==> config.mk <==
export PLATFORM = sky130hd
export DESIGN_NAME = bnc_ram
export DESIGN_NICKNAME = d
export VERILOG_FILES = /design/src/rtl/bnc_ram.sv
export SDC_FILE = /design/constraint.sdc
export NUM_CORES = 1
export LEC_CHECK = 0
export ABC_AREA = 1
export BUFFER_PORTS_ARGS = -buffer_cell sky130_fd_sc_hd__clkbuf_2
export CAP_MARGIN = 20
export CORE_MARGIN = 8
export CORE_UTILIZATION = 46
export DETAILED_ROUTE_END_ITERATION = 16
export GPL_TIMING_DRIVEN = 1
export HOLD_SLACK_MARGIN = 0.08
export PLACE_DENSITY_LB_ADDON = 0.2
export SYNTH_ARGS = -nofsm -noshare
export SYNTH_HDL_FRONTEND = slang
export SYNTH_SLANG_ARGS = --single-unit
==> constraint.sdc <==
create_clock -name clk_i -period 2.85 [get_ports clk_i]
set_clock_uncertainty 0.15 [all_clocks]
set_input_delay 0.285 -clock clk_i [delete_from_list [all_inputs] [get_ports clk_i]]
set_output_delay 0.285 -clock clk_i [all_outputs]
set_load 0.1 [all_outputs]
==> src/rtl/bnc_ram.sv <==
module bnc_ram #(
  parameter int WIDTH = 32,
  parameter int DEPTH = 16
) (
  input  logic                     clk_i,
  input  logic                     we_i,
  input  logic [$clog2(DEPTH)-1:0] waddr_i,
  input  logic [WIDTH-1:0]         wdata_i,
  input  logic                     re_i,
  input  logic [$clog2(DEPTH)-1:0] raddr_i,
  output logic [WIDTH-1:0]         rdata_o
);

  logic [WIDTH-1:0] mem_q [DEPTH];
  logic [WIDTH-1:0] rdata_q;

  always_ff @(posedge clk_i) begin
    if (we_i) begin
      mem_q[waddr_i] <= wdata_i;
    end
    if (re_i) begin
      rdata_q <= mem_q[raddr_i];
    end
  end

  assign rdata_o = rdata_q;

endmodule

==> summary.txt <==
Timing
  • F_max: 516 MHz
  • Rel. slew slack: 0.359
  • Fin. max-slew vios: 0
  • Setup-failing EPs final: 0
  • Fin Setup TNS: 0 ns
  • Fin crit share: 0.680
  • Slew @ Worst Pin: 0.961 ns
  • Hold_ws: 0.197 ns
  • Min Tclk post-route: 1.94 ns
  • RSZ-0062 raised after global routing: false
  • Hold Violations, Final: 0

Cells and area
  • Commonest non-fill, non-tap cells in the layout: nand2_1 (677), edfxtp_1 (544), inv_1 (386), nand3_1 (385), clkbuf_2 (71)
  • Area grow syn2layout: 14.1%
  • Layout cells sized above 1: 0.0974
  • Final Util: 0.528
  • Nets@finish: 2270
  • Commonest non-fill, non-tap cell in the layout: nand2_1
  • Post-Layout Cell Count: 2940
  • ANT cells: 0
  • Filler instances: 4370
  • Finished Cell Area: 0.0263 mm²

Setup path
  • Slowest cell on crit path: clkbuf_2
  • Worst path required time: 2.41 ns
  • Critical Path Max Stage Delay: 0.49 ns
  • Crit Path Class: reg2out
  • Crit path buffers/inverters: 1
  • Reg2reg path depth: 6
  • FF-to-FF End: rdata_o[6]
  • Top delay family on crit path: buffers and inverters
  • Flop2flop setup slack: 1.51 ns
  • Reg2reg start: mem_q[13][6]
  • Crit path DAT: 1.50 ns
  • Critical-path cell list: clkbuf_2
  • Crit. End Element: output port
  • Crit-path max FO: 1
  • Crit path launch type: flip-flop

Clock tree
  • Reg clk slew, reported paths: 0.06 ns
  • Max Root-Sink Buffers: 3
  • Root buffer cell: clkbuf_16
  • CTS tree: built
  • Post-CTS Resized: 0
  • Worst-Skew Late Latency: 0.60 ns
  • Clock sinks: 544
  • H-Tree Depth: 2
  • TritonCTS Buffers: 55

Worst hold path
  • Hold endpoint: rdata_o[2]
  • Hold Path Depth: 6
  • Worst hold start: raddr_i[0]
  • Hold Crit Class: in2reg

Pwr
  • Worst-case vdd ir drop: 0.477 mV
  • P per Cell Area: 664 mW/mm²
  • Leak Pwr: 0.0111 µW

Logic synthesis
  • Post-synthesis cell count: 2120
  • Yosys reg bits: 544
  • Synth Area in Adders: 0
  • Synth Cell Area: 0.0231 mm²
  • Post-synthesis xor/xnor area fraction: 0
  • Syn Area/Cell: 10.9 µm²
  • Largest family of logic cells by synthesized area: simple AND/OR/NAND/NOR gates
  • Proportion of synthesized area in mux cells: 0
  • Synth unique cells: 14
  • Mapped Nets: 2163
  • Sequential area share after synthesis: 0.709
  • Yosys warns: 0
  • Simple-gate share of the synthesized area: 0.197
  • Synth Area in Compound Gates: 0

Placed design
  • Area after DPL: 0.0242 mm²
  • Placer Congestion: 0.795
  • Placed Cells: 2809
  • Final HPWL from detailed placement: 29.9 mm
  • Port buffer count: 74

Global routing
  • Initial antenna violation count: 2
  • Grt ovf: 0
  • Total track usage: 0.194
  • First-pass GRT wire length: 85.8 mm
  • Number of global-route vias before repair: 14700
  • Largest net degree at the start of global routing: 111

Die
  • FP Rows: 82
  • Die area: 0.0575 mm²
  • Die Ht: 240 µm
  • Initial core utilization: 0.462
  • Die Wd: 240 µm
  • Core area: 0.0499 mm²
  • I/O Pins: 75

Route
  • Final Routed Wirelength: 54.8 mm
  • Post-route DRC: 0
  • Antenna Nets Post-Route: 0
  • DR WL/cell: 18.6 µm
  • Max layer used: met5
  • Initial DRT Pass Iterations: 5
  • Met1 Routed Length: 23.8 mm
  • Met3 Wirelength: 3.56 mm
  • DR iter-0 viols: 1037
  • Vias post-DR: 14800
  • Wire length on met2: 26.0 mm
  • Vias per cell: 5.02

Run status
  • Status: complete, no violations

Job
  • Max Cap Viol: 0
[repair_timing]
action,CTS,global route
hold endpoints to repair,513,0
buffers inserted,0,0
hold buffers,33,0
[kinds of logic (layout without fill, tap and decap cells)]
kind of cell           count (synthesis)  in the layout
buffers and inverters                495            643
DFF                                  544            544
and+or+nand+nor                     1081           1081
[power breakdown]
| group | switching (µW) | internal, µW |
|---|---|---|
| registers | 48.1 | 9010 |
| logic | 1030 | 324 |
| clock network | 2960 | 4090 |
[stage by stage]
step / total power, µW / setup WS (ns)
floorplan: 10100 / 0.422
global placement: 10500 / 0.762
detailed placement: 10600 / 0.730
CTS: 17600 / 0.889
global route: 18000 / 0.888
finish: 17500 / 0.913
[flip-flops by register name, summed over array words and instances (netlist names)]
name / cells
rdata_o: 32
mem_q: 512
[synthesized netlist by cell type]
cell type	number	share of area
nand2_1	677	0.11
edfxtp_1	544	0.71
inv_1	388	0.063
nand3_1	385	0.084
buf_2	41	0.0089
buf_6	29	0.014
nor2_1	17	0.0028
buf_1	14	0.0023
clkbuf_1	14	0.0023
buf_4	6	0.0020
nand3b_1	2	0.00065
buf_12	1	0.00087
inv_2	1	0.00016
inv_4	1	0.00027
[worst max-delay path by stage]
| stage | end | slack (ns) | startpoint | depth (start not counted) |
|---|---|---|---|---|
| floorplan | mem_q[10][0] | 0.42 | waddr_i[2] | 2 |
| global placement | mem_q[6][14] | 0.76 | waddr_i[3] | 4 |
| detailed placement | mem_q[6][13] | 0.73 | waddr_i[3] | 4 |
| CTS | rdata_o[10] | 0.89 | rdata_o[10] | 1 |
| global route | rdata_o[10] | 0.89 | rdata_o[10] | 1 |
| finish | rdata_o[10] | 0.91 | rdata_o[10] | 1 |
[metal layers]
layer | global-route usage | vias up
met3 | 0.0303 | 100
met5 | 0 | -
li1 | - | 7088
met1 | 0.264 | 7144
met2 | 0.317 | 416
met4 | 0.0651 | 4
[final cells by class]
| type | count | area, µm² | area share |
|---|---|---|---|
| inverters | 390 | 1470 | 0.0559 |
| clock inverters | 29 | 273 | 0.0104 |
| multi-input cells | 1081 | 4670 | 0.177 |
| clock buffers | 69 | 1470 | 0.0559 |
| flip-flops and latches | 544 | 16300 | 0.621 |
| well taps | 672 | 841 | 0.0320 |
| repair buffers | 155 | 1250 | 0.0474 |
Note: power is estimated with default switching activity, not from simulation.
