--- src/rtl/bnc_pkg.sv ---
package bnc_pkg;

  localparam int SECTIONS    = 16;
  localparam int SAMPLE_BITS = 16;
  localparam int COEF_BITS   = 24;
  localparam int WFRAC       = 8;
  localparam int CFRAC       = COEF_BITS - 2;
  localparam int DLY_BITS    = 32;
  localparam int NCOEF       = 5;
  localparam int SEC_W       = $clog2(SECTIONS);
  localparam int CNT_W       = $clog2(SECTIONS + 1);
  localparam int COEF_DEPTH  = SECTIONS * NCOEF;
  localparam int COEF_AW     = $clog2(COEF_DEPTH);
  localparam int PROD_W      = COEF_BITS + DLY_BITS;
  localparam int ACC_W       = PROD_W + 2;
  localparam int STEP_W      = 4;

  localparam logic [STEP_W-1:0] STEP_FIRST = STEP_W'(0);
  localparam logic [STEP_W-1:0] STEP_DONE  = STEP_W'(11);

  localparam logic signed [ACC_W-1:0] W_HALF = ACC_W'(1) <<< (CFRAC - 1);
  localparam logic signed [ACC_W-1:0] Y_HALF = ACC_W'(1) <<< (CFRAC + WFRAC - 1);
  localparam logic signed [ACC_W-1:0] W_MAX  = (ACC_W'(1) <<< (DLY_BITS - 1)) - ACC_W'(1);
  localparam logic signed [ACC_W-1:0] W_MIN  = -(ACC_W'(1) <<< (DLY_BITS - 1));
  localparam logic signed [ACC_W-1:0] S_MAX  = (ACC_W'(1) <<< (SAMPLE_BITS - 1)) - ACC_W'(1);
  localparam logic signed [ACC_W-1:0] S_MIN  = -(ACC_W'(1) <<< (SAMPLE_BITS - 1));

  typedef enum logic [1:0] {
    REQ_SAMPLE = 2'd0,
    REQ_COEF   = 2'd1,
    REQ_CLEAR  = 2'd2,
    REQ_NONE   = 2'd3
  } req_e;

  typedef enum logic [2:0] {
    CI_B0 = 3'd0,
    CI_B1 = 3'd1,
    CI_B2 = 3'd2,
    CI_A0 = 3'd3,
    CI_A1 = 3'd4
  } coef_idx_e;

  typedef enum logic [2:0] {
    ACC_HOLD,
    ACC_LOAD_X,
    ACC_LOAD_P,
    ACC_ADD_P,
    ACC_SUB_P
  } acc_op_e;

  typedef enum logic [1:0] {
    MB_W1,
    MB_W2,
    MB_W
  } mul_b_e;

  typedef enum logic [1:0] {
    SEQ_NEXT,
    SEQ_LOOP,
    SEQ_DONE
  } seq_op_e;

  typedef struct packed {
    logic      coef_rd;
    coef_idx_e coef_sel;
    logic      dly_rd;
    logic      dly_latch;
    logic      dly_wr;
    logic      mul_en;
    mul_b_e    mul_b;
    acc_op_e   acc_op;
    logic      w_fin;
    logic      y_fin;
    seq_op_e   seq_op;
  } ucw_t;

  function automatic ucw_t ucode_rom(logic [STEP_W-1:0] step);
    ucw_t cw;
    cw = '0;
    case (step)
      4'd0: begin
        cw.coef_rd = 1'b1; cw.coef_sel = CI_A0; cw.dly_rd = 1'b1; cw.acc_op = ACC_LOAD_X;
      end
      4'd1: begin
        cw.dly_latch = 1'b1;
      end
      4'd2: begin
        cw.mul_en = 1'b1; cw.mul_b = MB_W1; cw.coef_rd = 1'b1; cw.coef_sel = CI_A1;
      end
      4'd3: begin
        cw.acc_op = ACC_SUB_P; cw.mul_en = 1'b1; cw.mul_b = MB_W2;
        cw.coef_rd = 1'b1; cw.coef_sel = CI_B0;
      end
      4'd4: begin
        cw.acc_op = ACC_SUB_P;
      end
      4'd5: begin
        cw.w_fin = 1'b1;
      end
      4'd6: begin
        cw.mul_en = 1'b1; cw.mul_b = MB_W; cw.coef_rd = 1'b1; cw.coef_sel = CI_B1;
      end
      4'd7: begin
        cw.acc_op = ACC_LOAD_P; cw.mul_en = 1'b1; cw.mul_b = MB_W1;
        cw.coef_rd = 1'b1; cw.coef_sel = CI_B2;
      end
      4'd8: begin
        cw.acc_op = ACC_ADD_P; cw.mul_en = 1'b1; cw.mul_b = MB_W2;
      end
      4'd9: begin
        cw.acc_op = ACC_ADD_P; cw.dly_wr = 1'b1;
      end
      4'd10: begin
        cw.y_fin = 1'b1; cw.seq_op = SEQ_LOOP;
      end
      default: begin
        cw.seq_op = SEQ_DONE;
      end
    endcase
    return cw;
  endfunction

  function automatic logic [COEF_AW-1:0] coef_addr(logic [SEC_W-1:0] sec,
                                                   logic [2:0] idx);
    return COEF_AW'(32'(sec) * NCOEF + 32'(idx));
  endfunction

endpackage

--- src/rtl/bnc_seq.sv ---
module bnc_seq (
  input  logic                      clk_i,
  input  logic                      rst_ni,
  input  logic                      start_i,
  input  logic [bnc_pkg::CNT_W-1:0] n_i,
  input  logic                      out_free_i,
  output bnc_pkg::ucw_t             cw_o,
  output logic [bnc_pkg::SEC_W-1:0] sec_o,
  output logic                      busy_o,
  output logic                      emit_o
);

  logic                       run_q, run_d;
  logic [bnc_pkg::STEP_W-1:0] step_q, step_d;
  logic [bnc_pkg::SEC_W-1:0]  sec_q, sec_d;
  bnc_pkg::ucw_t              cw;

  always_ff @(posedge clk_i or negedge rst_ni) begin
    if (!rst_ni) begin
      run_q  <= 1'b0;
      step_q <= bnc_pkg::STEP_FIRST;
      sec_q  <= '0;
    end else begin
      run_q  <= run_d;
      step_q <= step_d;
      sec_q  <= sec_d;
    end
  end

  always_comb begin
    cw = run_q ? bnc_pkg::ucode_rom(step_q) : '0;
  end

  always_comb begin
    run_d  = run_q;
    step_d = step_q;
    sec_d  = sec_q;
    emit_o = 1'b0;
    if (!run_q) begin
      if (start_i) begin
        run_d  = 1'b1;
        sec_d  = '0;
        step_d = (n_i == '0) ? bnc_pkg::STEP_DONE : bnc_pkg::STEP_FIRST;
      end
    end else begin
      case (cw.seq_op)
        bnc_pkg::SEQ_NEXT: step_d = step_q + bnc_pkg::STEP_W'(1);
        bnc_pkg::SEQ_LOOP: begin
          if (bnc_pkg::CNT_W'(sec_q) + bnc_pkg::CNT_W'(1) < n_i) begin
            sec_d  = sec_q + bnc_pkg::SEC_W'(1);
            step_d = bnc_pkg::STEP_FIRST;
          end else begin
            step_d = bnc_pkg::STEP_DONE;
          end
        end
        bnc_pkg::SEQ_DONE: begin
          if (out_free_i) begin
            emit_o = 1'b1;
            run_d  = 1'b0;
          end
        end
        default: ;
      endcase
    end
  end

  assign cw_o   = cw;
  assign sec_o  = sec_q;
  assign busy_o = run_q;

endmodule

--- config.mk ---
export PLATFORM = sky130hd
export DESIGN_NAME = bnc_seq
export DESIGN_NICKNAME = d
export VERILOG_FILES = /design/src/rtl/bnc_pkg.sv /design/src/rtl/bnc_seq.sv
export SDC_FILE = /design/constraint.sdc
export NUM_CORES = 1
export LEC_CHECK = 0
export ABC_AREA = 1
export BUFFER_PORTS_ARGS = -buffer_cell sky130_fd_sc_hd__buf_4
export CAP_MARGIN = 20
export CORE_MARGIN = 2
export CORE_UTILIZATION = 40
export DETAILED_ROUTE_END_ITERATION = 7
export PLACE_DENSITY = 0.71
export SYNTH_ARGS = -nofsm -noshare
export SYNTH_HDL_FRONTEND = slang
export SYNTH_SLANG_ARGS = --single-unit
--- constraint.sdc ---
create_clock -name clk_i -period 2.3 [get_ports clk_i]
set_input_delay 0.69 -clock clk_i [delete_from_list [all_inputs] [get_ports clk_i]]
set_output_delay 0.69 -clock clk_i [all_outputs]
set_load 0.1 [all_outputs]
==> reports/qor.yml <==
sta:
  max_slew_margin_pct: 70.6
  setup-tns-final_ns: -0.415
  post-route-period-util_pct: 103
  skew_ns: 0.00468
  hold_viol: 0
  setup_violations: 14
  setup_ws_ns: -0.0793
  timing.hold.ws_ns: 0.249
  max_freq_mhz: 420
  tightest_slew_ns: 0.441
  slew_violations: 0
  rsz0062_at_grt: "true"
  fin_crit_ns: 2.38
cts:
  clkTransAtPathRegs_ns: 0.06
  cts_tree: "done"
  cts-root-buf: "clkbuf_4"
  cts_hold_buf: 0
  clock_latency_ns: 0.25
  cts_buffer_depth: 2
  ctsHtreeMaxLevel: 1
  clkSinkCount: 9
  cts_buffers: 3
finish:
  nFillCells: 148
  design_area_um2: 1820
  fin_nets: 219
  diodes: 0
  drive_gt1_share_pct: 55.0
  area_growth_pct: 88.6
  final_core_util_pct: 80.8
die:
  rows: 17
  ios: 32
  die_w_um: 53.1
  fp.dieH_um: 53.1
  die_area_um2: 2820
  coreArea_um2: 2250
  start_util_pct: 42.8
yosys:
  yosysSeqAreaShare_pct: 23.3
  netlist-cell-type-count: 23
  synth_enable_flop_cells: 0
  synth_area_um2: 966
  synth_top_cell_area_share_pct: 23.3
  synth.most_common_cell: "nand2_1"
  synth_nets: 166
  synth_commonest_cells: "nand2_1 (41), inv_1 (19), nor2_1 (16)"
  synth-seq-cells: 9
  yosys-top-cells-area: "dfrtp_1 (23%), nand2_1 (16%), ha_1 (12%)"
  yosysTopAreaCell: "dfrtp_1"
  synth.avg_cell_area_um2: 6.53
  syn-instance-count: 148
  ys_async_sr_fraction_pct: 100
  synth_ff_type: "dfrtp_1"
  yosys_warnings: 0
global_route:
  met3_usage_pct: 1.41
  grt_max_degree: 11
  grt_overflow: 0
  antenna_found_initial: 0
  use_met1_pct: 26.4
  grt_pass1_wl_um: 4770
  grt_pass1_vias: 1093
  busiest_layer: "met2"
  met2_usage_pct: 44.4
  track_usage_pct: 23.0
detailed_routing:
  vias: 1148
  drt-total-wl_um: 2900
  wl_per_cell_um: 12.7
  drc: 0
  drt-initial-drc-count: 36
  ant_nets: 0
  dr.pass1.iters: 4
  via_per_inst: 5.04
job:
  drv_cap: 0
critical_path:
  crit_arrival_ns: 1.69
  worstSetupPathType: "flop to output pin"
  worst_ep_required_time_ns: 1.61
  worst_setup_path_end_kind: "output pin"
  worstPathMaxFanout: 4
  crit_path_start_kind: "flop"
outcome:
  violations: "setup timing"
  status: "complete, but fails checks"
placement:
  port_buffers: 31
  post-dp-hpwl_um: 2140
  place_area_um2: 1510
  place.gp.congestion: 0.844
min_path:
  hold_path.class: "input port to asynchronous set/reset pin"
==> sequential cells by signal, summed over array words and instances (netlist names) <==
name    flops
busy_o      1
step_q      4
sec_o       4
==> cells in the final DEF (no fill, tap or decap), drive strengths merged <==
master	Yosys	routed
inv	20	19
a21oi	6	6
buf	3	52
nand3	17	17
ha	9	9
o21ai	8	8
a21o	1	1
nor2	20	20
dfrtp	9	9
nand4	3	3
nand3b	1	1
or2	2	2
nand2	46	46
xor2	2	2
clkinvlp	0	1
clkbuf	1	4
==> area by class of cell <==
cell class / count / area, um^2 / area share [%]
Clock buffer: 4 / 26.3 / 1.44
Inverter: 20 / 86.3 / 4.74
Multi-Input combinational cell: 115 / 918 / 50.4
Sequential cell: 9 / 238 / 13.0
Tap cell: 28 / 35.0 / 1.92
Timing Repair Buffer: 52 / 518 / 28.4
==> what timing repair did <==
| item | CTS | global route |
|---|---|---|
| setup buffers | 7 | 4 |
| pin swaps | 11 | 0 |
| gates resized for setup | 41 | 5 |
| endpoints found under the setup margin | 18 | 18 |
| gates cloned | 0 | 0 |
==> stage by stage <==
step	std cells	worst slack (ns)
after global routing	228	-0.181
after detailed placement	213	0.00286
after CTS	224	-0.0786
after global placement	213	0.0542
after floorplan	148	-0.193
final	228	-0.0793
==> cell families (layout without fill, tap and decap cells) <==
kind of cell / count (synthesis) / count (layout) / share of synthesized area, %
DFF: 9 / 9 / 23.3
adders and majority gates: 9 / 9 / 11.7
buffers and inverters: 24 / 76 / 10.2
AOI/OAI and AO/OA: 15 / 15 / 8.03
xor gates and xnor gates: 2 / 2 / 1.81
and+or+nand+nor: 89 / 89 / 44.9
==> final timing paths <==
path,from,end,slack [ns],cells past startpoint
max in group asynchronous,rst_ni,step_q[2]$_DFFE_PN0P_,1.90,1
hold reg to reg,sec_o[1]$_DFFE_PN0P_,sec_o[1]$_DFFE_PN0P_,0.54,2
min in group clk_i,sec_o[1]$_DFFE_PN0P_,sec_o[1]$_DFFE_PN0P_,0.54,2
setup reg to reg,sec_o[0]$_DFFE_PN0P_,sec_o[2]$_DFFE_PN0P_,0.33,11
setup / recovery,step_q[0]$_DFFE_PN0P_,emit_o,-0.08,8
hold / removal,rst_ni,busy_o$_DFF_PN0_,0.25,1
==> metal layers <==
layer	wire (um)	part of all wire (%)
met1	1160	40
met2	1620	56
met3	104	3.6
met4	14	0.48
met5	0	0
==> worst max-delay path, cell delays in order (launching register included) <==
cell,delay (ns)
dfrtp_2,0.47
inv_4,0.07
ha_4,0.20
nand2_4,0.09
nand2_2,0.07
nor2_4,0.16
nand2_4,0.09
nor2_4,0.11
buf_12,0.18
Power is left out: the tool's default activity adds up to more than one toggle a clock period on the data nets, which glitch-free logic cannot reach.
