==> config.mk <==
export PLATFORM = sky130hd
export DESIGN_NAME = bnc_datapath
export DESIGN_NICKNAME = d
export VERILOG_FILES = /design/src/rtl/bnc_pkg.sv /design/src/rtl/bnc_datapath.sv
export SDC_FILE = /design/constraint.sdc
export NUM_CORES = 2
export LEC_CHECK = 0
export BUFFER_PORTS_ARGS = -buffer_cell sky130_fd_sc_hd__buf_4
export CAP_MARGIN = 5
export CORE_ASPECT_RATIO = 1.25
export CORE_UTILIZATION = 65
export CTS_BUF_LIST = sky130_fd_sc_hd__clkbuf_4 sky130_fd_sc_hd__clkbuf_8 sky130_fd_sc_hd__clkbuf_16
export DETAILED_ROUTE_END_ITERATION = 6
export PLACE_DENSITY = 0.94
export SLEW_MARGIN = 20
export SYNTH_ARGS = -nofsm -noshare
export SYNTH_HDL_FRONTEND = slang
export SYNTH_SLANG_ARGS = --single-unit
==> constraint.sdc <==
create_clock -name clk_i -period 9.7 [get_ports clk_i]
set_input_delay 2.91 -clock clk_i [delete_from_list [all_inputs] [get_ports clk_i]]
set_output_delay 2.91 -clock clk_i [all_outputs]
set_load 0.05 [all_outputs]
==> src/rtl/bnc_pkg.sv <==
package bnc_pkg;

  localparam int SECTIONS    = 16;
  localparam int SAMPLE_BITS = 16;
  localparam int COEF_BITS   = 24;
  localparam int WFRAC       = 8;
  localparam int CFRAC       = COEF_BITS - 2;
  localparam int DLY_BITS    = 32;
  localparam int NCOEF       = 5;
  localparam int SEC_W       = $clog2(SECTIONS);
  localparam int CNT_W       = $clog2(SECTIONS + 1);
  localparam int COEF_DEPTH  = SECTIONS * NCOEF;
  localparam int COEF_AW     = $clog2(COEF_DEPTH);
  localparam int PROD_W      = COEF_BITS + DLY_BITS;
  localparam int ACC_W       = PROD_W + 2;
  localparam int STEP_W      = 4;

  localparam logic [STEP_W-1:0] STEP_FIRST = STEP_W'(0);
  localparam logic [STEP_W-1:0] STEP_DONE  = STEP_W'(11);

  localparam logic signed [ACC_W-1:0] W_HALF = ACC_W'(1) <<< (CFRAC - 1);
  localparam logic signed [ACC_W-1:0] Y_HALF = ACC_W'(1) <<< (CFRAC + WFRAC - 1);
  localparam logic signed [ACC_W-1:0] W_MAX  = (ACC_W'(1) <<< (DLY_BITS - 1)) - ACC_W'(1);
  localparam logic signed [ACC_W-1:0] W_MIN  = -(ACC_W'(1) <<< (DLY_BITS - 1));
  localparam logic signed [ACC_W-1:0] S_MAX  = (ACC_W'(1) <<< (SAMPLE_BITS - 1)) - ACC_W'(1);
  localparam logic signed [ACC_W-1:0] S_MIN  = -(ACC_W'(1) <<< (SAMPLE_BITS - 1));

  typedef enum logic [1:0] {
    REQ_SAMPLE = 2'd0,
    REQ_COEF   = 2'd1,
    REQ_CLEAR  = 2'd2,
    REQ_NONE   = 2'd3
  } req_e;

  typedef enum logic [2:0] {
    CI_B0 = 3'd0,
    CI_B1 = 3'd1,
    CI_B2 = 3'd2,
    CI_A0 = 3'd3,
    CI_A1 = 3'd4
  } coef_idx_e;

  typedef enum logic [2:0] {
    ACC_HOLD,
    ACC_LOAD_X,
    ACC_LOAD_P,
    ACC_ADD_P,
    ACC_SUB_P
  } acc_op_e;

  typedef enum logic [1:0] {
    MB_W1,
    MB_W2,
    MB_W
  } mul_b_e;

  typedef enum logic [1:0] {
    SEQ_NEXT,
    SEQ_LOOP,
    SEQ_DONE
  } seq_op_e;

  typedef struct packed {
    logic      coef_rd;
    coef_idx_e coef_sel;
    logic      dly_rd;
    logic      dly_latch;
    logic      dly_wr;
    logic      mul_en;
    mul_b_e    mul_b;
    acc_op_e   acc_op;
    logic      w_fin;
    logic      y_fin;
    seq_op_e   seq_op;
  } ucw_t;

  function automatic ucw_t ucode_rom(logic [STEP_W-1:0] step);
    ucw_t cw;
    cw = '0;
    case (step)
      4'd0: begin
        cw.coef_rd = 1'b1; cw.coef_sel = CI_A0; cw.dly_rd = 1'b1; cw.acc_op = ACC_LOAD_X;
      end
      4'd1: begin
        cw.dly_latch = 1'b1;
      end
      4'd2: begin
        cw.mul_en = 1'b1; cw.mul_b = MB_W1; cw.coef_rd = 1'b1; cw.coef_sel = CI_A1;
      end
      4'd3: begin
        cw.acc_op = ACC_SUB_P; cw.mul_en = 1'b1; cw.mul_b = MB_W2;
        cw.coef_rd = 1'b1; cw.coef_sel = CI_B0;
      end
      4'd4: begin
        cw.acc_op = ACC_SUB_P;
      end
      4'd5: begin
        cw.w_fin = 1'b1;
      end
      4'd6: begin
        cw.mul_en = 1'b1; cw.mul_b = MB_W; cw.coef_rd = 1'b1; cw.coef_sel = CI_B1;
      end
      4'd7: begin
        cw.acc_op = ACC_LOAD_P; cw.mul_en = 1'b1; cw.mul_b = MB_W1;
        cw.coef_rd = 1'b1; cw.coef_sel = CI_B2;
      end
      4'd8: begin
        cw.acc_op = ACC_ADD_P; cw.mul_en = 1'b1; cw.mul_b = MB_W2;
      end
      4'd9: begin
        cw.acc_op = ACC_ADD_P; cw.dly_wr = 1'b1;
      end
      4'd10: begin
        cw.y_fin = 1'b1; cw.seq_op = SEQ_LOOP;
      end
      default: begin
        cw.seq_op = SEQ_DONE;
      end
    endcase
    return cw;
  endfunction

  function automatic logic [COEF_AW-1:0] coef_addr(logic [SEC_W-1:0] sec,
                                                   logic [2:0] idx);
    return COEF_AW'(32'(sec) * NCOEF + 32'(idx));
  endfunction

endpackage

==> src/rtl/bnc_datapath.sv <==
module bnc_datapath (
  input  logic                                  clk_i,
  input  logic                                  rst_ni,
  input  logic                                  start_i,
  input  logic signed [bnc_pkg::SAMPLE_BITS-1:0] sample_i,
  input  bnc_pkg::ucw_t                         cw_i,
  input  logic signed [bnc_pkg::COEF_BITS-1:0]  coef_i,
  input  logic [2*bnc_pkg::DLY_BITS-1:0]        dly_row_i,
  output logic [2*bnc_pkg::DLY_BITS-1:0]        dly_wdata_o,
  output logic signed [bnc_pkg::SAMPLE_BITS-1:0] x_o,
  output logic                                  clip_o
);

  localparam int AW = bnc_pkg::ACC_W;
  localparam int DW = bnc_pkg::DLY_BITS;
  localparam int SW = bnc_pkg::SAMPLE_BITS;

  logic signed [DW-1:0]                 w1_q, w2_q, w_q;
  logic signed [bnc_pkg::PROD_W-1:0]    p_q;
  logic signed [AW-1:0]                 acc_q, acc_d;
  logic signed [SW-1:0]                 x_q;
  logic                                 clip_q;
  logic signed [DW-1:0]                 mul_b;
  logic signed [AW-1:0]                 x_ext, p_ext, w_sh, y_sh;
  logic signed [DW-1:0]                 w_sat;
  logic signed [SW-1:0]                 y_sat;
  logic                                 w_clip, y_clip;

  always_comb begin
    case (cw_i.mul_b)
      bnc_pkg::MB_W1: mul_b = w1_q;
      bnc_pkg::MB_W2: mul_b = w2_q;
      bnc_pkg::MB_W:  mul_b = w_q;
      default:        mul_b = w_q;
    endcase
  end

  always_comb begin
    x_ext = AW'(x_q);
    p_ext = AW'(p_q);
    case (cw_i.acc_op)
      bnc_pkg::ACC_LOAD_X: acc_d = x_ext <<< (bnc_pkg::CFRAC + bnc_pkg::WFRAC);
      bnc_pkg::ACC_LOAD_P: acc_d = p_ext;
      bnc_pkg::ACC_ADD_P:  acc_d = acc_q + p_ext;
      bnc_pkg::ACC_SUB_P:  acc_d = acc_q - p_ext;
      default:             acc_d = acc_q;
    endcase
  end

  always_comb begin
    w_sh   = (acc_q + bnc_pkg::W_HALF) >>> bnc_pkg::CFRAC;
    w_clip = 1'b1;
    if (w_sh > bnc_pkg::W_MAX) begin
      w_sat = bnc_pkg::W_MAX[DW-1:0];
    end else if (w_sh < bnc_pkg::W_MIN) begin
      w_sat = bnc_pkg::W_MIN[DW-1:0];
    end else begin
      w_sat  = w_sh[DW-1:0];
      w_clip = 1'b0;
    end
  end

  always_comb begin
    y_sh   = (acc_q + bnc_pkg::Y_HALF) >>> (bnc_pkg::CFRAC + bnc_pkg::WFRAC);
    y_clip = 1'b1;
    if (y_sh > bnc_pkg::S_MAX) begin
      y_sat = bnc_pkg::S_MAX[SW-1:0];
    end else if (y_sh < bnc_pkg::S_MIN) begin
      y_sat = bnc_pkg::S_MIN[SW-1:0];
    end else begin
      y_sat  = y_sh[SW-1:0];
      y_clip = 1'b0;
    end
  end

  always_ff @(posedge clk_i or negedge rst_ni) begin
    if (!rst_ni) begin
      clip_q <= 1'b0;
    end else if (start_i) begin
      clip_q <= 1'b0;
    end else if ((cw_i.w_fin && w_clip) || (cw_i.y_fin && y_clip)) begin
      clip_q <= 1'b1;
    end
  end

  always_ff @(posedge clk_i) begin
    if (start_i) begin
      x_q <= sample_i;
    end else if (cw_i.y_fin) begin
      x_q <= y_sat;
    end
    if (cw_i.dly_latch) begin
      w1_q <= dly_row_i[DW-1:0];
      w2_q <= dly_row_i[2*DW-1:DW];
    end
    if (cw_i.w_fin) begin
      w_q <= w_sat;
    end
    if (cw_i.mul_en) begin
      p_q <= coef_i * mul_b;
    end
    acc_q <= acc_d;
  end

  assign dly_wdata_o = {w1_q, w_q};
  assign x_o         = x_q;
  assign clip_o      = clip_q;

endmodule

==> run metrics, run 1 <==
worst_ep kind=register input; num rows=103; CTS Buf Count=21; synth unique cells=80; chip width=228 um; gr usage total=79.0%; largest net degree at the start of global routing=65; Initial Util=65.6%; yosys warns=0; clock sinks=about 230; Mapped Area=a little over 40,000 um^2; Stop Error=[ERROR GRT-0232] Routing congestion too high. Check the congestion heatmap in the GUI.; synthesized instance count=4,419; sequential share of the synthesized area=16.5%; mean area per synthesized cell=about 9.4 um^2; RePlAce Congestion=~0.99; H-tree Lvls=1; top-area cell type share of the netlist area=38.0%; Port-buffer cells=196; asr flop ratio synth=0.441%; IO Pins=just over 200; initial antenna violation count=34; Stop stage=global routing; number of flops mapped to enable cells by yosys=226; maximum clock path buffer count=3; outcome=aborted with a tool error; Die Ht=284 um; post-DP HPWL=109 mm; Place WS=-1.17 ns; Synth area leaders=fa_1 (38%), edfxtp_1 (16%), inv_1 (7.7%); root buffer cell=clkbuf_16; GRT worst endpoint=p_q[51]$_DFFE_PP_/D; syn nets=5,537; Synth Flop Type=edfxtp_1; gr ovfl total=16; #FFs+latches synth=227; Yosys top cell by area=fa_1
layer usage:
| layer | global-route usage [%] | overflow |
|---|---|---|
| met1 | 75.7 | 0 |
| met2 | 90.7 | 5 |
| met3 | 73.2 | 0 |
| met4 | 75.2 | 10 |
| met5 | 56.7 | 1 |
what timing repair did:
item | in CTS
gates resized for setup | 153
setup endpoints to repair | 24
buffers inserted | 49
pin swaps | 108
cloned | 3
hold buffers | 0
synth_stat cells (4+ instances only):
master,instances
edfxtp_1,226
nand4_1,23
mux2i_1,35
and3_1,19
or3_1,9
o21a_1,12
or2_2,15
a41oi_1,5
xor2_1,93
inv_1,848
o21ai_0,201
o22ai_1,4
a31oi_1,17
buf_1,4
a21o_1,51
o21bai_1,18
and2_1,376
fa_1,784
nand2_1,560
nor2b_1,12
nand2b_1,20
a22oi_1,19
a311oi_1,5
a221oi_1,5
xnor2_1,121
a21oi_1,147
clkbuf_1,194
ha_1,210
and4_1,10
nor2_1,157
or4_1,7
buf_2,5
a32o_1,4
o41ai_1,6
nor3_1,42
nand3_1,50
nor4_1,12
o31ai_1,17
a211oi_1,9
cell families after synthesis:
| logic type | count (synthesis) | synth area share, % |
|---|---|---|
| simple gates | 1331 | 15.8 |
| flops | 227 | 16.5 |
| xor+xnor | 215 | 4.57 |
| compound gates | 562 | 8.35 |
| fa+ha+maj | 994 | 44.3 |
| mux | 35 | 0.848 |
| buf+inv | 1055 | 9.62 |
per-stage QoR:
stage	hold WS [ns]	instances	area (um^2)
global placement	0.514	5597	46700
floorplan	0.559	4419	42200
CTS	0.533	5683	48500
detailed placement	0.517	5597	46700
==> run 2, diff against run 1 <==
- CORE_ASPECT_RATIO: 1.25 -> default
- CORE_UTILIZATION: 65 -> 40
- CTS_BUF_LIST: sky130_fd_sc_hd__clkbuf_4 sky130_fd_sc_hd__clkbuf_8 sky130_fd_sc_hd__clkbuf_16 -> default
- PLACE_DENSITY: 0.94 -> default
- PLACE_DENSITY_LB_ADDON: default -> 0.15
==> run 2 against run 1 <==
The flow now finishes, with violations (setup timing); area after synthesis is the same; synthesized cell count is the same.
==> run metrics, run 2 <==
Max Cap Viol=0; Crit Path Max Fanout=8; Initial Util=40.5% (-25 points); post-route minimum period=9.72 ns; gr ovfl total=0; Clock Skew=0.0294 ns; number of flops mapped to enable cells by yosys=226 (unchanged); asr flop ratio synth=0.441% (unchanged); synthesized instance count=4,419 (unchanged); Hold Crit Class=reg -> reg; Core Region=between 100,000 and 150,000 um^2; final slew viol count=0; Synth Flop Type=edfxtp_1; commonest non-fill, non-tap cell in the layout=inv_1; chip width=323 um (+42%); slowest stage delay, CP=between 0.5 and 0.6 ns; DP Area=48,000 um^2 (+2.7%); DRT Pass-1 Iters=5; Synth area leaders=fa_1 (38%), edfxtp_1 (16%), inv_1 (7.7%); Vias per Instance=approximately 5.1; root buffer cell=clkbuf_16; full die area=between 100,000 and 150,000 um^2; CP most frequent cell=fa_1; Fmax=0.103 GHz; Register Area=slightly below 7000 um^2; crit end category=flop; sequential share of the synthesized area=16.5% (unchanged); yosys warns=0 (unchanged); Tightest Pin Transition=1.00 ns; Slew Limit Headroom=between 30% and 40%; syn nets=5,537 (unchanged); endpoints failing setup=2; Largest Register=acc_q; Final nets=6,031; clock slew at reported path FFs=0.06 ns; CP startpoint kind=input port; area occupied by multi-input gates=between 30,000 and 40,000 um^2; Final period util=100%; num rows=117 (+14%); reg-to-reg setup timing slack=2.13 ns; critical path required time=between 10 and 15 ns; RSZ-0062 raised after global routing=yes; failing checks=setup timing; Mapped Area=41,300 um^2 (unchanged); CTS Buf Count=27 (+29%); vias in the first global route=between 30,000 and 40,000; ANT nets after route=0; Clock Latency Late Sink=0.59 ns; largest net degree at the start of global routing=59; gr usage total=23.5%; Arr. time, crit path=10.04 ns; Final Worst Setup Slack=-0.0245 ns; first-pass GRT wire length=189 mm; Vias=31,900; max FFs per register=58; ANT cells=0; Synth top cells by count=inv_1 (848), fa_1 (784), nand2_1 (560), and2_1 (376), edfxtp_1 (226); commonest cells after routing, fill and taps aside=inv_1 (805), fa_1 (738), buf_4 (561); Yosys top cell by area=fa_1; WL per Instance=around 19 um; DR iter-0 viols=1,707; post-DP HPWL=99.5 mm (-8.8%); post-route cell area=50,600 um^2; CTS hold repair buffers=0 (unchanged); count leader, synth=inv_1; Fin. Hold Viols=0; Synth-to-Final Area Change=22.3%; Port-buffer cells=196 (unchanged); Top Registers=acc_q x58, p_q x56; RePlAce Congestion=0.909 (-8.1%); IO Pins=205 (unchanged); synth unique cells=80 (unchanged); Die Ht=323 um (+14%); maximum clock path buffer count=3 (unchanged); top-area cell type share of the netlist area=38.0% (unchanged); #FFs+latches synth=227 (unchanged); DR DRC count=0; layout cells sized above 1=20.8%; H-tree Lvls=1 (unchanged); outcome=finished, violations left; fillers=between 9,000 and 10,000; initial antenna violation count=3; Core Util, Final=49.5%; CP max-delay cell=fa_1; mean area per synthesized cell=9.35 um^2 (unchanged); Worst Path Class, Setup=in -> reg; clock tree from TritonCTS=done; clock sinks=227 (unchanged); final WL=121 mm
## run 2: cell counts after synthesis
Identical to the previous run, type by type.
## run 2: path summary, 6_finish.rpt
| kind | to | cells after the start | from |
|---|---|---|---|
| worst min-delay path | clip_o | 2 | clip_o |
| worst max register to register | p_q[54] | 27 | w1_q[15] |
| min in group asynchronous | clip_o | 1 | rst_ni |
| worst max-delay path | p_q[55] | 31 | cw_i[7] |
| worst min register to register | clip_o | 2 | clip_o |
| max in group asynchronous | clip_o | 1 | rst_ni |
## run 2: routing by layer
| metal | GRT usage (%) | wire length (um) | vias up | part of all wire, % |
|---|---|---|---|---|
| li1 | - | - | 14800 | - |
| met1 | 30.9 | 50700 | 16300 | 42 |
| met2 | 40.9 | 61300 | 649 | 50 |
| met3 | 2.42 | 5420 | 146 | 4.5 |
| met4 | 6.54 | 4050 | 2 | 3.3 |
| met5 | 0 | 12 | - | 0.0099 |
## run 2: cells by family (layout without fill, tap and decap cells)
| logic type | Yosys count | count (layout) | share of synthesized area, % |
|---|---|---|---|
| AO/OA/AOI/OAI | 562 | 563 | 8.35 |
| buffers and inverters | 1055 | 1568 | 9.62 |
| adder cells (fa/ha/maj) | 994 | 994 | 44.3 |
| XOR/XNOR | 215 | 215 | 4.57 |
| AND/OR/NAND/NOR | 1331 | 1331 | 15.8 |
| flip-flops | 227 | 227 | 16.5 |
| multiplexers | 35 | 35 | 0.848 |
## run 2: cell type report
cell class | count | share of cell area, %
timing repair buffer | 671 | 12.2
multi-input combinational | 3138 | 63.0
clock buffer | 35 | 1.45
sequential | 227 | 13.5
clock inverter | 14 | 0.183
tap | 1368 | 3.38
inverter | 848 | 6.30
## run 2: timing repair
action / CTS / global route
resized for setup: 84 / 188
hold endpoints to repair: 0 / 0
buffers inserted: 16 / 30
pin swaps: 80 / 171
gates cloned: 4 / 7
endpoints found under the setup margin: 16 / 21
## run 2: worst max-delay path, delay by kind of cell
family	cells	cell delay, ns
buf+inv	10	1.11
fa+ha+maj	8	3.75
simple gates	3	0.48
compound gates	8	1.35
xor+xnor	1	0.12
mux	1	0.25
## run 2: metrics by stage
| step | hold slack, ns | cells | setup WS (ns) | setup TNS [ns] |
|---|---|---|---|---|
| 2_1_floorplan | 0.559 | 4419 | -0.0616 | -0.233 |
| 3_3_place_gp | 0.513 | 6197 | -0.978 | -18.98 |
| 3_5_place_dp | 0.506 | 6197 | -0.965 | -19.08 |
| 4_1_cts | 0.526 | 6266 | -0.101 | -0.340 |
| 5_1_grt | 0.578 | 6301 | -0.214 | -1.76 |
| 6_report | 0.517 | 6301 | -0.0245 | -0.0407 |
Power of run 2 is not shown: default switching activity piles up to over one toggle a cycle in this logic, so the estimate is an artifact.
